`src/rtl/soc_pkg.sv`:
```
// shared types for the segment obstacle collision checker
package soc_pkg;

    typedef enum logic [4:0] {
        ST_IDLE,
        ST_SQ_DX,
        ST_SQ_DY,
        ST_LEN,
        ST_CHK,
        ST_RT_MUL,
        ST_RT_CMP,
        ST_DIVX_GO,
        ST_DIVX_WAIT,
        ST_DIVY_GO,
        ST_DIVY_WAIT,
        ST_POINT,
        ST_RD,
        ST_EX,
        ST_EY,
        ST_ER,
        ST_CMP,
        ST_OUT
    } state_t;

    localparam logic OP_QUERY = 1'b0;
    localparam logic OP_LOAD  = 1'b1;

    localparam logic REG_COUNT   = 1'b0;
    localparam logic REG_INFLATE = 1'b1;

    localparam int COORD_W  = 24;
    localparam int RAD_W    = 20;
    localparam int DELTA_W  = 25;
    localparam int SQ_IN_W  = 26;
    localparam int SQ_OUT_W = 51;

endpackage

```
`src/rtl/soc_div.sv`:
```
// iterative restoring divider, one quotient bit per cycle
module soc_div #(
    parameter int DW = 25,
    parameter int VW = 7
) (
    input  logic          clk,
    input  logic          rst_n,
    input  logic          start,
    input  logic [DW-1:0] dividend,
    input  logic [VW-1:0] divisor,
    output logic          done,
    output logic [DW-1:0] quotient,
    output logic [VW-1:0] remainder
);
    import soc_pkg::*;

    localparam int CW = $clog2(DW + 1);

    logic [DW-1:0] quo_reg, quo_next;
    logic [VW:0]   rem_reg, rem_next;
    logic [CW-1:0] cnt_reg, cnt_next;
    logic          busy_reg, busy_next;
    logic          done_reg, done_next;
    logic [VW+1:0] trial;

    always_comb
    begin
        quo_next  = quo_reg;
        rem_next  = rem_reg;
        cnt_next  = cnt_reg;
        busy_next = busy_reg;
        done_next = 1'b0;
        trial     = {rem_reg, quo_reg[DW-1]};
        if (start)
        begin
            quo_next  = dividend;
            rem_next  = '0;
            cnt_next  = CW'(DW);
            busy_next = 1'b1;
        end
        else if (busy_reg)
        begin
            if (trial >= {2'b00, divisor})
            begin
                rem_next = (VW+1)'(trial - {2'b00, divisor});
                quo_next = {quo_reg[DW-2:0], 1'b1};
            end
            else
            begin
                rem_next = trial[VW:0];
                quo_next = {quo_reg[DW-2:0], 1'b0};
            end
            cnt_next = cnt_reg - 1'b1;
            if (cnt_reg == CW'(1))
            begin
                busy_next = 1'b0;
                done_next = 1'b1;
            end
        end
    end

    always_ff @(posedge clk or negedge rst_n)
    begin
        if (!rst_n)
        begin
            busy_reg <= 1'b0;
            done_reg <= 1'b0;
            cnt_reg  <= '0;
        end
        else
        begin
            busy_reg <= busy_next;
            done_reg <= done_next;
            cnt_reg  <= cnt_next;
        end
    end

    always_ff @(posedge clk)
    begin
        quo_reg <= quo_next;
        rem_reg <= rem_next;
    end

    assign done      = done_reg;
    assign quotient  = quo_reg;
    assign remainder = rem_reg[VW-1:0];
endmodule

```
`config.mk`:
```
export PLATFORM = sky130hd
export DESIGN_NAME = soc_div
export DESIGN_NICKNAME = d
export VERILOG_FILES = /design/src/rtl/soc_pkg.sv /design/src/rtl/soc_div.sv
export SDC_FILE = /design/constraint.sdc
export NUM_CORES = 1
export LEC_CHECK = 0
export ABC_AREA = 0
export ABC_CLOCK_PERIOD_IN_PS = 2500
export BUFFER_PORTS_ARGS = -buffer_cell sky130_fd_sc_hd__clkbuf_2
export CORE_MARGIN = 2
export CORE_UTILIZATION = 51
export DETAILED_ROUTE_END_ITERATION = 10
export PLACE_DENSITY = 0.84
export SYNTH_ARGS = -nofsm -noshare
export SYNTH_HDL_FRONTEND = slang
export SYNTH_SLANG_ARGS = --single-unit
```
`constraint.sdc`:
```
create_clock -name clk -period 2.5 [get_ports clk]
set_input_delay 0.125 -clock clk [delete_from_list [all_inputs] [get_ports clk]]
set_output_delay 0.125 -clock clk [all_outputs]
set_load 0.005 [all_outputs]
```
==> summary.md <==
| Metric | Value |
|---|---|
| Num ports | `68` |
| Hold Path Origin | `dividend[10]` |
| Reg2reg end | `quotient[0]$_DFFE_PP_` |
| Largest delay contributor family on the critical path | `compound AO/OA/AOI/OAI gates` |
| CTS tree | `built` |
| Max cap viols | `0` |
| Final wirelength | `4.55 mm` |
| Yosys cell types | `43` |
| Final period utilization | `89.1%` |
| Worst hold slack | `0.128 ns` |
| Clk_lat worst skew | `0.29 ns` |
| Post-synth EDFFs | `25` |
| Vias per cell | `5.60` |
| ANT cells | `0` |
| Grt ovf | `0` |
| Synth Instances | `193` |
| Internal reg-to-reg setup slack | `0.27 ns` |
| First-pass GRT wire length | `7.62 mm` |
| PwrDens | `866 mW/mm^2` |
| CTS sink cnt | `40` |
| CTS H-tree depth | `2` |
| Deepest clock path buffer count | `2` |
| Antenna viol nets, final | `0` |
| Antenna violations before repair | `0` |
| Gp weighted congestion | `0.874` |
| Clock root cell | `clkbuf_8` |
| Mapped Nets | `238` |
| Area of the multi-input gates | `0.00101 mm^2` |
| Setup TNS | `0 ns` |
| Share of cells above drive strength 1 | `42.5%` |
| # port buffers | `67` |
| Resize count post-CTS | `0` |
| Max Clock Skew | `0.00726 ns` |
| Worst hold path type | `in -> reg` |
| Die X | `70.4 um` |
| Status | `finished clean` |
| Total iterations of the first detailed-routing run | `4` |
| Synthesized area per cell | `11.6 um^2` |
| RSZ-0062 raised after global routing | `false` |
| Seq cells post-synth | `40` |
| CTS Buf Count | `5` |
| Critical path launch point type | `flip-flop` |
| CP required | `2.55 ns` |
| DRC viols | `0` |
| Vias in the first global route | `1653` |
| Filler cells | `352` |
| CP max FO | `8` |
| Routed vias | `1714` |
| Cell Rows | `24` |
| GRT Total Usage | `19.7%` |
| Least-Margin Pin Slew | `0.586 ns` |
| Post-Syn Area | `0.00225 mm^2` |
| Async SR Flop Fraction | `17.5%` |
| Core box area | `0.00429 mm^2` |
| Register area share after synthesis | `48.4%` |
| Ys Warns | `0` |
| CP arrival | `2.28 ns` |
| Critical Path Sink Type | `flip-flop` |
| FF-to-FF path depth | `6` |
| Worst hold endpoint | `quotient[10]$_DFFE_PP_` |
| Pin count of the biggest net entering global routing | `27` |
| Final number of setup-violating endpoints | `0` |
| Hold Vio Cnt, Final | `0` |
| Reg area | `0.00109 mm^2` |
| Final min period | `2.23 ns` |
| Layout area overhead | `18.2%` |
| Starting density of the core | `52.3%` |
| Leak Pwr | `1.17 nW` |
| VDD IR max | `0.436 mV` |
| DRT iter0 DRCs | `206` |
| Crit path kind | `reg -> reg` |
| Slowest stage delay, CP | `0.40 ns` |
| Max FFs per register | `25` |
| Die area | `0.00495 mm^2` |
| Cell count of the worst hold path | `2` |
| Critical path, cell by cell | `ha_1 > a211oi_1 > o21bai_1 > o21ba_1 > nand2_1 > mux2_2` |
| Worst-path clk slew | `0.08 ns` |
| Final instance area | `0.00266 mm^2` |
| Post-DP HPWL | `3.27 mm` |
| Slew HR | `60.9%` |
| Die H | `70.4 um` |
| Slew Limit Fails | `0` |
| Leading register cell type out of synthesis | `edfxtp_1` |
| Critical path buffers and inverters | `0` |
| Slowest-stage cell, CP | `o21ba_1` |
| DP Area | `0.00256 mm^2` |
| Worst r2r src | `rem_reg[3]$_SDFFE_PP0P_` |
| Layout net count | `298` |
| Drt wl/cell | `14.9 um` |
| FMAX | `449 MHz` |
| Final Util | `61.8%` |
[per-layer routing]
metal  up-vias  routed length (um)  share of wire, %  global-route usage (%)
li1        834                   -                 -                       -
met1       803                1980                44                    26.6
met2        69                2090                46                    29.7
met3         8                 394               8.7                    6.64
met4         0                  78               1.7                    6.84
met5         -                   0                 0                       0
[synth_stat cells (3+ instances only)]
| library cell | number | area (um^2) |
|---|---|---|
| xnor2_1 | 5 | 43.8 |
| nor3b_1 | 4 | 30.0 |
| nand2b_1 | 5 | 31.3 |
| nand2_1 | 5 | 18.8 |
| dfrtp_1 | 7 | 175 |
| a21oi_1 | 5 | 25.0 |
| edfxtp_1 | 25 | 751 |
| nor2_1 | 12 | 45.0 |
| o21bai_1 | 3 | 22.5 |
| inv_1 | 12 | 45.0 |
| mux2_2 | 25 | 282 |
| dfxtp_1 | 8 | 160 |
| clkbuf_1 | 8 | 30.0 |
| buf_4 | 8 | 60.1 |
| o21ai_0 | 7 | 35.0 |
| nand3_1 | 5 | 25.0 |
| a211oi_1 | 5 | 37.5 |
| ha_1 | 9 | 113 |
| a311oi_1 | 6 | 52.6 |
[layout by cell type (no fill, tap or decap), types with 3 or more instances in the layout]
cell type / Yosys / routed
nor2_1: 12 / 12
edfxtp_1: 25 / 25
a311oi_1: 6 / 6
mux2_2: 25 / 25
clkbuf_8: 0 / 5
dfxtp_1: 8 / 8
a21oi_1: 5 / 5
dfrtp_1: 7 / 7
ha_1: 9 / 9
nand2_1: 5 / 5
clkbuf_2: 0 / 67
nand2b_1: 5 / 5
o21ai_0: 7 / 7
a211oi_1: 5 / 5
inv_1: 12 / 12
xnor2_1: 5 / 5
nand3_1: 5 / 5
o21bai_1: 3 / 3
nor3b_1: 4 / 4
[stage by stage]
stage          power (mW)  setup slack [ns]  cells
3_3_place_gp         1.84             0.415    297
2_1_floorplan        1.66             0.469    193
6_report             2.30             0.274    306
5_1_grt              2.45             0.170    306
3_5_place_dp         1.88             0.302    297
4_1_cts              2.31             0.287    306
[worst max-delay path by stage]
stage / to / depth (start not counted) / start / slack (ns)
after detailed placement: quotient[0]$_DFFE_PP_ / 6 / rem_reg[3]$_SDFFE_PP0P_ / 0.30
after CTS: quotient[0]$_DFFE_PP_ / 6 / rem_reg[3]$_SDFFE_PP0P_ / 0.29
after floorplan: rem_reg[6]$_SDFFE_PP0P_ / 8 / quotient[24]$_DFFE_PP_ / 0.47
final: quotient[0]$_DFFE_PP_ / 6 / rem_reg[3]$_SDFFE_PP0P_ / 0.27
after global routing: quotient[0]$_DFFE_PP_ / 6 / rem_reg[3]$_SDFFE_PP0P_ / 0.17
after global placement: rem_reg[6]$_SDFFE_PP0P_ / 8 / quotient[24]$_DFFE_PP_ / 0.42
[cell families after synthesis]
kind of cell,count (synthesis),share of synthesized area [%]
muxes,25,12.5
xor gates and xnor gates,7,2.73
AOI/OAI and AO/OA,36,12.0
DFF,40,48.4
buffers and inverters,29,6.52
and+or+nand+nor,46,11.9
adders and majority gates,10,5.91
[repair_timing]
action | in CTS | in global routing
setup buffers | 0 | 0
hold endpoints to repair | 7 | 0
hold buffers | 1 | 0
[area by class of cell]
type	instances	share of cell area (%)
flip-flops and latches	40	40.9
multi-input cells	124	38.2
repair buffers	70	13.6
clock buffers	6	2.73
well taps	52	2.45
inverters	12	1.70
clock inverters	2	0.471
[report_power, final]
group / total, mW / internal [mW] / switching, mW
combinational: 0.920 / 0.436 / 0.484
clock: 0.428 / 0.195 / 0.233
sequential: 0.952 / 0.841 / 0.110
Note: power is estimated with default switching activity, not from simulation.
