## src/rtl/soc_pkg.sv

```systemverilog
// shared types for the segment obstacle collision checker
package soc_pkg;

    typedef enum logic [4:0] {
        ST_IDLE,
        ST_SQ_DX,
        ST_SQ_DY,
        ST_LEN,
        ST_CHK,
        ST_RT_MUL,
        ST_RT_CMP,
        ST_DIVX_GO,
        ST_DIVX_WAIT,
        ST_DIVY_GO,
        ST_DIVY_WAIT,
        ST_POINT,
        ST_RD,
        ST_EX,
        ST_EY,
        ST_ER,
        ST_CMP,
        ST_OUT
    } state_t;

    localparam logic OP_QUERY = 1'b0;
    localparam logic OP_LOAD  = 1'b1;

    localparam logic REG_COUNT   = 1'b0;
    localparam logic REG_INFLATE = 1'b1;

    localparam int COORD_W  = 24;
    localparam int RAD_W    = 20;
    localparam int DELTA_W  = 25;
    localparam int SQ_IN_W  = 26;
    localparam int SQ_OUT_W = 51;

endpackage

```

## src/rtl/soc_sq.sv

```systemverilog
// shared squaring unit with registered result
module soc_sq (
    input  logic                               clk,
    input  logic signed [soc_pkg::SQ_IN_W-1:0] a,
    output logic        [soc_pkg::SQ_OUT_W-1:0] sq
);
    import soc_pkg::*;

    logic [SQ_IN_W-1:0]     mag;
    logic [2*SQ_IN_W-1:0]   prod;

    assign mag  = a[SQ_IN_W-1] ? (~a + 1'b1) : a;
    assign prod = mag * mag;

    always_ff @(posedge clk)
    begin
        sq <= prod[SQ_OUT_W-1:0];
    end
endmodule

```

## config.mk

```make
export PLATFORM = sky130hd
export DESIGN_NAME = soc_sq
export DESIGN_NICKNAME = d
export VERILOG_FILES = /design/src/rtl/soc_pkg.sv /design/src/rtl/soc_sq.sv
export SDC_FILE = /design/constraint.sdc
export NUM_CORES = 1
export LEC_CHECK = 0
export ABC_AREA = 1
export ABC_CLOCK_PERIOD_IN_PS = 23600
export BUFFER_PORTS_ARGS = -buffer_cell sky130_fd_sc_hd__buf_4
export CAP_MARGIN = 20
export CELL_PAD_IN_SITES_DETAIL_PLACEMENT = 1
export CELL_PAD_IN_SITES_GLOBAL_PLACEMENT = 1
export CORE_ASPECT_RATIO = 1.5
export CORE_MARGIN = 3
export CORE_UTILIZATION = 30
export CTS_BUF_LIST = sky130_fd_sc_hd__clkbuf_8 sky130_fd_sc_hd__clkbuf_16
export DETAILED_ROUTE_END_ITERATION = 12
export PLACE_DENSITY = 0.66
export SETUP_SLACK_MARGIN = 0.15
export SLEW_MARGIN = 20
export SYNTH_ARGS = -nofsm -noshare
export SYNTH_HDL_FRONTEND = slang
export SYNTH_SLANG_ARGS = --single-unit
```

## constraint.sdc

```tcl
create_clock -name clk -period 23.6 [get_ports clk]
set_clock_uncertainty 0.2 [all_clocks]
set_input_delay 4.72 -clock clk [delete_from_list [all_inputs] [get_ports clk]]
set_output_delay 4.72 -clock clk [all_outputs]
set_load 0.01 [all_outputs]
```

==> out/metrics.cfg, run 1 <==
[global_route]
first_pass_grt_wire_length_um = 117900
overflow = 0
grt_antenna_before_repair = 1
pin_count_of_the_biggest_net_entering_global_routing = 31
number_of_global_route_vias_before_repair = 19940
grt_usage_pct = 20.91

[placement]
dpl_cell_area_sq_um = 23520
numPlacedInstances = 3688
place_congestion = 0.9065
port-buffer-count = 76
detailedPlacementHpwl_um = 66530

[worst_setup_path]
slowest_stage = sky130_fd_sc_hd__fa_1
critical_path.startpoint = a[0]
critPathArrivalTime_ns = 13.03
required_arrival_time_at_the_worst_endpoint_ns = 23.63
timing.critical_path.slowest_cell_delay_ns = 0.60
critical_path.endpoint_type = register
cpMostUsedCell = sky130_fd_sc_hd__fa_1
critical_path_start_end_classification = input pin to register
max_fanout_on_critical_path = 13
start_kind = input pin

[die]
die-height_um = 336.4
horizontal_die_dimension_um = 226.3
core_sq_um = 71770
top_level_ports = 78
floorplan.initialDensity_pct = 30.42
fp.dieArea_sq_um = 76120
fp-row-count = 120

[timing]
final_hold_viol_count = 0
tightest_slew_ns = 1.040
final.period_utilization_pct = 55.06
post-route-min-period_ns = 12.99
setup_viol = 0
slew_viol_final = 0
grt_setup_unrepaired = false
timing.max_slew.rel_slack_pct = 30.55
setup-tns-final_ns = 0
max_freq_ghz = 0.07696

[drt]
via_per_inst = 4.627
drt_drc_violations_left = 0
average_wire_per_cell_in_the_routed_design_um = 20.67
final_antenna_net_count = 0
routed_wl_um = 76380
detail_route.iter0.violations = 598
drt_pass1_iterations = 5
detailed_route_via_count = 17100

[synthesis]
async_reset_ff_share_pct = 0
synth_most_common_cell = sky130_fd_sc_hd__inv_1
synth.yosys.seq_area_share_pct = 4.584
yosysTopAreaCell = sky130_fd_sc_hd__fa_1
ys_warn_count = 0
cell_count_after_synthesis = 2708
syn_area_sq_um = 21830
ys_types = 43
yosys.area.top_type_share_pct = 47.03
postSynthRegisterBits = 50
number_of_enable_type_register_cells_in_the_synthesized_netlist = 0
ys_top_cells_by_count = sky130_fd_sc_hd__inv_1 (847), sky130_fd_sc_hd__nand2_1 (523), sky130_fd_sc_hd__fa_1 (513)
postSynth.topFlopCell = sky130_fd_sc_hd__dfxtp_1
postSynthAreaPerCell_sq_um = 8.063
synthTopCellsByArea = sky130_fd_sc_hd__fa_1 (47%), sky130_fd_sc_hd__inv_1 (15%), sky130_fd_sc_hd__ha_1 (11%)

[clocking]
tritoncts.num_buffers = 5
cts.path.max_buffers = 2
clock_sink_count = 50
cts.repair_timing.setup_buffer_count = 0
tritoncts = built
cts_max_level = 2
clkSlewWorstSetupHoldPaths_ns = 0.10
root_buffer = sky130_fd_sc_hd__clkbuf_16
post_cts.resized_instances = 0
cts-hold-fix-buffers = 0

[final_layout]
area_growth_syn_to_layout_pct = 8.492
design_area_sq_um = 23690
layout.filler_cells = 8741
finished_layout_cells = 3696
largest_register_ff_count = 50
fraction_of_the_core_area_covered_by_cells_at_the_end_of_the_flow_pct = 33.01
final_nets = 3506
n_antenna_cell = 0
reg_top3 = sq (50)
regMostFlops = sq
drive_gt1_share_pct = 5.897

[job]
drv_cap = 0

[min_path]
worstHoldStart = a[0]
worst_hold_path_type = input pin to register

[run_status]
status = complete, no violations

-- layout by cell type, fill, tap and decap left out, types with 3 or more instances in the layout --
cell / Yosys / layout
sky130_fd_sc_hd__a21oi_1: 61 / 61
sky130_fd_sc_hd__and3_1: 3 / 3
sky130_fd_sc_hd__buf_4: 3 / 94
sky130_fd_sc_hd__clkbuf_16: 0 / 5
sky130_fd_sc_hd__conb_1: 2 / 21
sky130_fd_sc_hd__dfxtp_1: 50 / 50
sky130_fd_sc_hd__fa_1: 513 / 513
sky130_fd_sc_hd__ha_1: 186 / 186
sky130_fd_sc_hd__inv_1: 847 / 847
sky130_fd_sc_hd__inv_2: 24 / 24
sky130_fd_sc_hd__nand2_1: 523 / 523
sky130_fd_sc_hd__nand2_2: 11 / 11
sky130_fd_sc_hd__nand2_4: 8 / 8
sky130_fd_sc_hd__nand3_1: 64 / 64
sky130_fd_sc_hd__nand3b_1: 4 / 4
sky130_fd_sc_hd__nand4_1: 20 / 20
sky130_fd_sc_hd__nor2_1: 218 / 218
sky130_fd_sc_hd__nor2_2: 3 / 3
sky130_fd_sc_hd__nor2_4: 4 / 4
sky130_fd_sc_hd__nor3_1: 9 / 9
sky130_fd_sc_hd__o21ai_0: 33 / 33
sky130_fd_sc_hd__o21bai_1: 13 / 13
sky130_fd_sc_hd__xnor2_1: 14 / 14
sky130_fd_sc_hd__xor2_1: 25 / 24
sky130_fd_sc_hd__xor2_4: 3 / 4
-- kinds of logic after synthesis --
group                      share of synthesized area [%]
buffers and inverters                              16.25
and+or+nand+nor                                    16.53
adders and majority gates                          57.69
AOI/OAI and AO/OA                                  2.974
DFF                                                4.584
xor gates and xnor gates                           1.943
other                                            0.03439
-- through the flow --
step                setup WS (ns)  hold slack (ns)
floorplan                   11.89            4.548
global placement            10.34            4.709
detailed placement          10.28            4.717
CTS                         10.62            4.349
global route                10.28            4.367
finish                      10.61            4.365
-- metal layers --
| layer | share of wire, % | GRT usage [%] |
|---|---|---|
| met1 | 38 | 24.35 |
| met2 | 53 | 39.04 |
| met3 | 3.9 | 2.325 |
| met4 | 4.3 | 7.974 |
| met5 | 0 | 0 |
-- worst max-delay path, delay by kind of cell --
| kind | cells | cell delay, ns |
|---|---|---|
| buffers and inverters | 7 | 0.97 |
| and+or+nand+nor | 8 | 1.89 |
| xor gates and xnor gates | 1 | 0.27 |
| AOI/OAI and AO/OA | 3 | 0.91 |
| adders and majority gates | 9 | 4.26 |
-- final timing paths --
kind,to,depth (start not counted)
setup / recovery,sq[31],28
hold / removal,sq[0],1
-- cell type report --
| class | instances | area [sq um] | share of cell area (%) |
|---|---|---|---|
| clock buffer | 5 | 125.1 | 0.5282 |
| clock inverter | 3 | 43.79 | 0.1849 |
| inverter | 873 | 3277 | 13.83 |
| multi-input combinational | 1755 | 17380 | 73.35 |
| sequential | 50 | 1001 | 4.225 |
| tap | 915 | 1145 | 4.833 |
| timing repair buffer | 95 | 720.7 | 3.042 |
Power of run 1 is not shown: default switching activity piles up to over one toggle a cycle in this logic, so the estimate is an artifact.
==> run 2: changes to the inputs <==
Settings changed: ABC_AREA 1 to 0, ABC_CLOCK_PERIOD_IN_PS 23600 to 12400, PLACE_DENSITY 0.66 to 0.65.
Clock period 23.6 ns to 12.4 ns, I/O delays scaled along.
==> out/metrics.cfg, run 2 <==
[drt]
routed_wl_um = 63850  ; -16%
final_antenna_net_count = 0  ; unchanged
average_wire_per_cell_in_the_routed_design_um = 19.91  ; -3.7%
detailed_route_via_count = 14890  ; -13%
via_per_inst = 4.643  ; +0.35%
detail_route.iter0.violations = 444  ; -26%
drt_drc_violations_left = 0  ; unchanged
drt_pass1_iterations = 4  ; -1

[final_layout]
final_nets = 3045  ; -13%
regMostFlops = sq
leading_cell_type_in_the_layout_fill_and_taps_excluded = sky130_fd_sc_hd__inv_1
area_growth_syn_to_layout_pct = 10.07
finished_layout_cells = 3207  ; -13%
design_area_sq_um = 22470  ; -5.2%
layout.cells.most_common_list = sky130_fd_sc_hd__inv_1 (694), sky130_fd_sc_hd__fa_1 (513), sky130_fd_sc_hd__nand2_1 (221)
drive_gt1_share_pct = 7.500  ; +1.6 points
largest_register_ff_count = 50  ; unchanged
reg_top3 = sq (50)

[synthesis]
postSynthAreaPerCell_sq_um = 9.182  ; +14%
async_reset_ff_share_pct = 0  ; unchanged
synth_most_common_cell = sky130_fd_sc_hd__inv_1
yosys.area.top_type_share_pct = 50.32  ; +3.3 points
synthTopCellsByArea = sky130_fd_sc_hd__fa_1 (50%), sky130_fd_sc_hd__inv_1 (13%), sky130_fd_sc_hd__ha_1 (11%)
ys_warn_count = 0  ; unchanged
yosysTopAreaCell = sky130_fd_sc_hd__fa_1
ys_types = 80  ; +86%
postSynthRegisterBits = 50  ; unchanged
postSynth.topFlopCell = sky130_fd_sc_hd__dfxtp_1
cell_count_after_synthesis = 2223  ; -18%
ys_top_cells_by_count = sky130_fd_sc_hd__inv_1 (694), sky130_fd_sc_hd__fa_1 (513), sky130_fd_sc_hd__nand2_1 (221)
number_of_enable_type_register_cells_in_the_synthesized_netlist = 0  ; unchanged
synth.yosys.seq_area_share_pct = 4.904  ; +0.32 points
syn_area_sq_um = 20410  ; -6.5%

[placement]
port-buffer-count = 76  ; unchanged
detailedPlacementHpwl_um = 57000  ; -14%
numPlacedInstances = 3197  ; -13%
place_congestion = 0.8837  ; -2.5%
dpl_cell_area_sq_um = 22260  ; -5.4%

[clocking]
tritoncts = built
cts-hold-fix-buffers = 0  ; unchanged
clock_sink_count = 50  ; unchanged
cts_max_level = 2  ; unchanged
tritoncts.num_buffers = 5  ; unchanged
root_buffer = sky130_fd_sc_hd__clkbuf_16
clkSlewWorstSetupHoldPaths_ns = 0.10  ; about the same
cts.path.max_buffers = 2  ; unchanged
cts.repair_timing.setup_buffer_count = 0  ; unchanged
post_cts.resized_instances = 0  ; unchanged

[worst_setup_path]
critical_path.endpoint_type = register
start_kind = input pin
max_fanout_on_critical_path = 14  ; +1
critical_path_start_end_classification = input pin to register
required_arrival_time_at_the_worst_endpoint_ns = 12.45  ; -11.18 ns
critPathArrivalTime_ns = 11.41  ; -1.62 ns

[global_route]
first_pass_grt_wire_length_um = 101100  ; -14%
pin_count_of_the_biggest_net_entering_global_routing = 27  ; -13%
grt_usage_pct = 18.71  ; -2.2 points
overflow = 0  ; unchanged
number_of_global_route_vias_before_repair = 18330  ; -8.1%
grt_antenna_before_repair = 2  ; +1

[die]
die-height_um = 325.5  ; -3.3%
floorplan.initialDensity_pct = 30.44  ; about the same
top_level_ports = 78  ; unchanged
fp-row-count = 116  ; -3.3%
fp.dieArea_sq_um = 71270  ; -6.4%
horizontal_die_dimension_um = 219.0  ; -3.2%
core_sq_um = 67050  ; -6.6%

[timing]
setup_viol = 0  ; unchanged
final.period_utilization_pct = 91.60
final_hold_viol_count = 0  ; unchanged
post-route-min-period_ns = 11.36
tightest_slew_ns = 1.037  ; -0.002619 ns
max_freq_ghz = 0.08804
slew_viol_final = 0  ; unchanged
grt_setup_unrepaired = false
setup-tns-final_ns = 0  ; unchanged
timing.max_slew.rel_slack_pct = 30.34  ; -0.21 points

[run_status]
status = complete, no violations

[job]
drv_cap = 0  ; unchanged

[min_path]
worst_hold_path_type = input pin to register

-- run 2: kinds of logic after synthesis --
kind of cell | share of synthesized area (%)
and+or+nand+nor | 9.679
xor gates and xnor gates | 3.703
muxes | 0.1042
DFF | 4.904
AOI/OAI and AO/OA | 5.364
buffers and inverters | 14.49
adders and majority gates | 61.72
other | 0.03679
-- run 2: routing by layer --
| metal | up-vias | GRT usage (%) | routed length [um] |
|---|---|---|---|
| met3 | 155 | 1.831 | 1781 |
| met1 | 7858 | 19.35 | 22080 |
| li1 | 6566 | - | - |
| met2 | 310 | 36.09 | 35820 |
| met5 | - | 0 | 0 |
| met4 | 0 | 10.57 | 4170 |
-- run 2: critical path: stages --
cell and delay [ns]:
sky130_fd_sc_hd__buf_4 0.14, sky130_fd_sc_hd__or4_4 0.58, sky130_fd_sc_hd__nor4_4 0.28, sky130_fd_sc_hd__nand3_2 0.15, sky130_fd_sc_hd__nor2_2 0.15, sky130_fd_sc_hd__nand2_2 0.12
sky130_fd_sc_hd__o31ai_1 0.30, sky130_fd_sc_hd__xnor2_1 0.34, sky130_fd_sc_hd__inv_2 0.33, sky130_fd_sc_hd__nor2_1 0.23, sky130_fd_sc_hd__fa_1 0.48, sky130_fd_sc_hd__fa_1 0.52
sky130_fd_sc_hd__fa_1 0.54, sky130_fd_sc_hd__inv_1 0.06, sky130_fd_sc_hd__fa_1 0.48, sky130_fd_sc_hd__fa_1 0.55, sky130_fd_sc_hd__inv_1 0.05, sky130_fd_sc_hd__fa_1 0.49
sky130_fd_sc_hd__fa_1 0.41, sky130_fd_sc_hd__ha_1 0.40, sky130_fd_sc_hd__nand2_1 0.11, sky130_fd_sc_hd__o311a_1 0.39, sky130_fd_sc_hd__o32a_1 0.44, sky130_fd_sc_hd__or3_1 0.35
sky130_fd_sc_hd__o211ai_2 0.31, sky130_fd_sc_hd__a31o_4 0.27, sky130_fd_sc_hd__a21oi_1 0.13, sky130_fd_sc_hd__a311o_1 0.33
-- run 2: per-stage QoR --
stage | setup WS (ns) | hold slack [ns] | utilization [%]
detailed placement | 0.6487 | 2.561 | 33.20
floorplan | 1.422 | 2.308 | -
finish | 1.042 | 2.187 | 33.50
global route | 0.5253 | 2.167 | 33.50
global placement | 0.8781 | 2.566 | 33.20
CTS | 1.041 | 2.155 | 33.50
-- run 2: area by class of cell --
class,count,area [sq um]
multi-input combinational,1425,16530
fill,7980,44590
inverter,709,2661
clock inverter,2,60.06
antenna,2,5.005
timing repair buffer,128,960.9
tap,885,1107
sequential,50,1001
clock buffer,6,138.9
-- run 2: path summary, 6_finish.rpt --
path | start | endpoint | slack (ns) | depth (start not counted)
worst min-delay path | a[0] | sq[0] | 2.19 | 1
worst max-delay path | a[6] | sq[48] | 1.04 | 28
Power of run 2 is left out for the same reason.
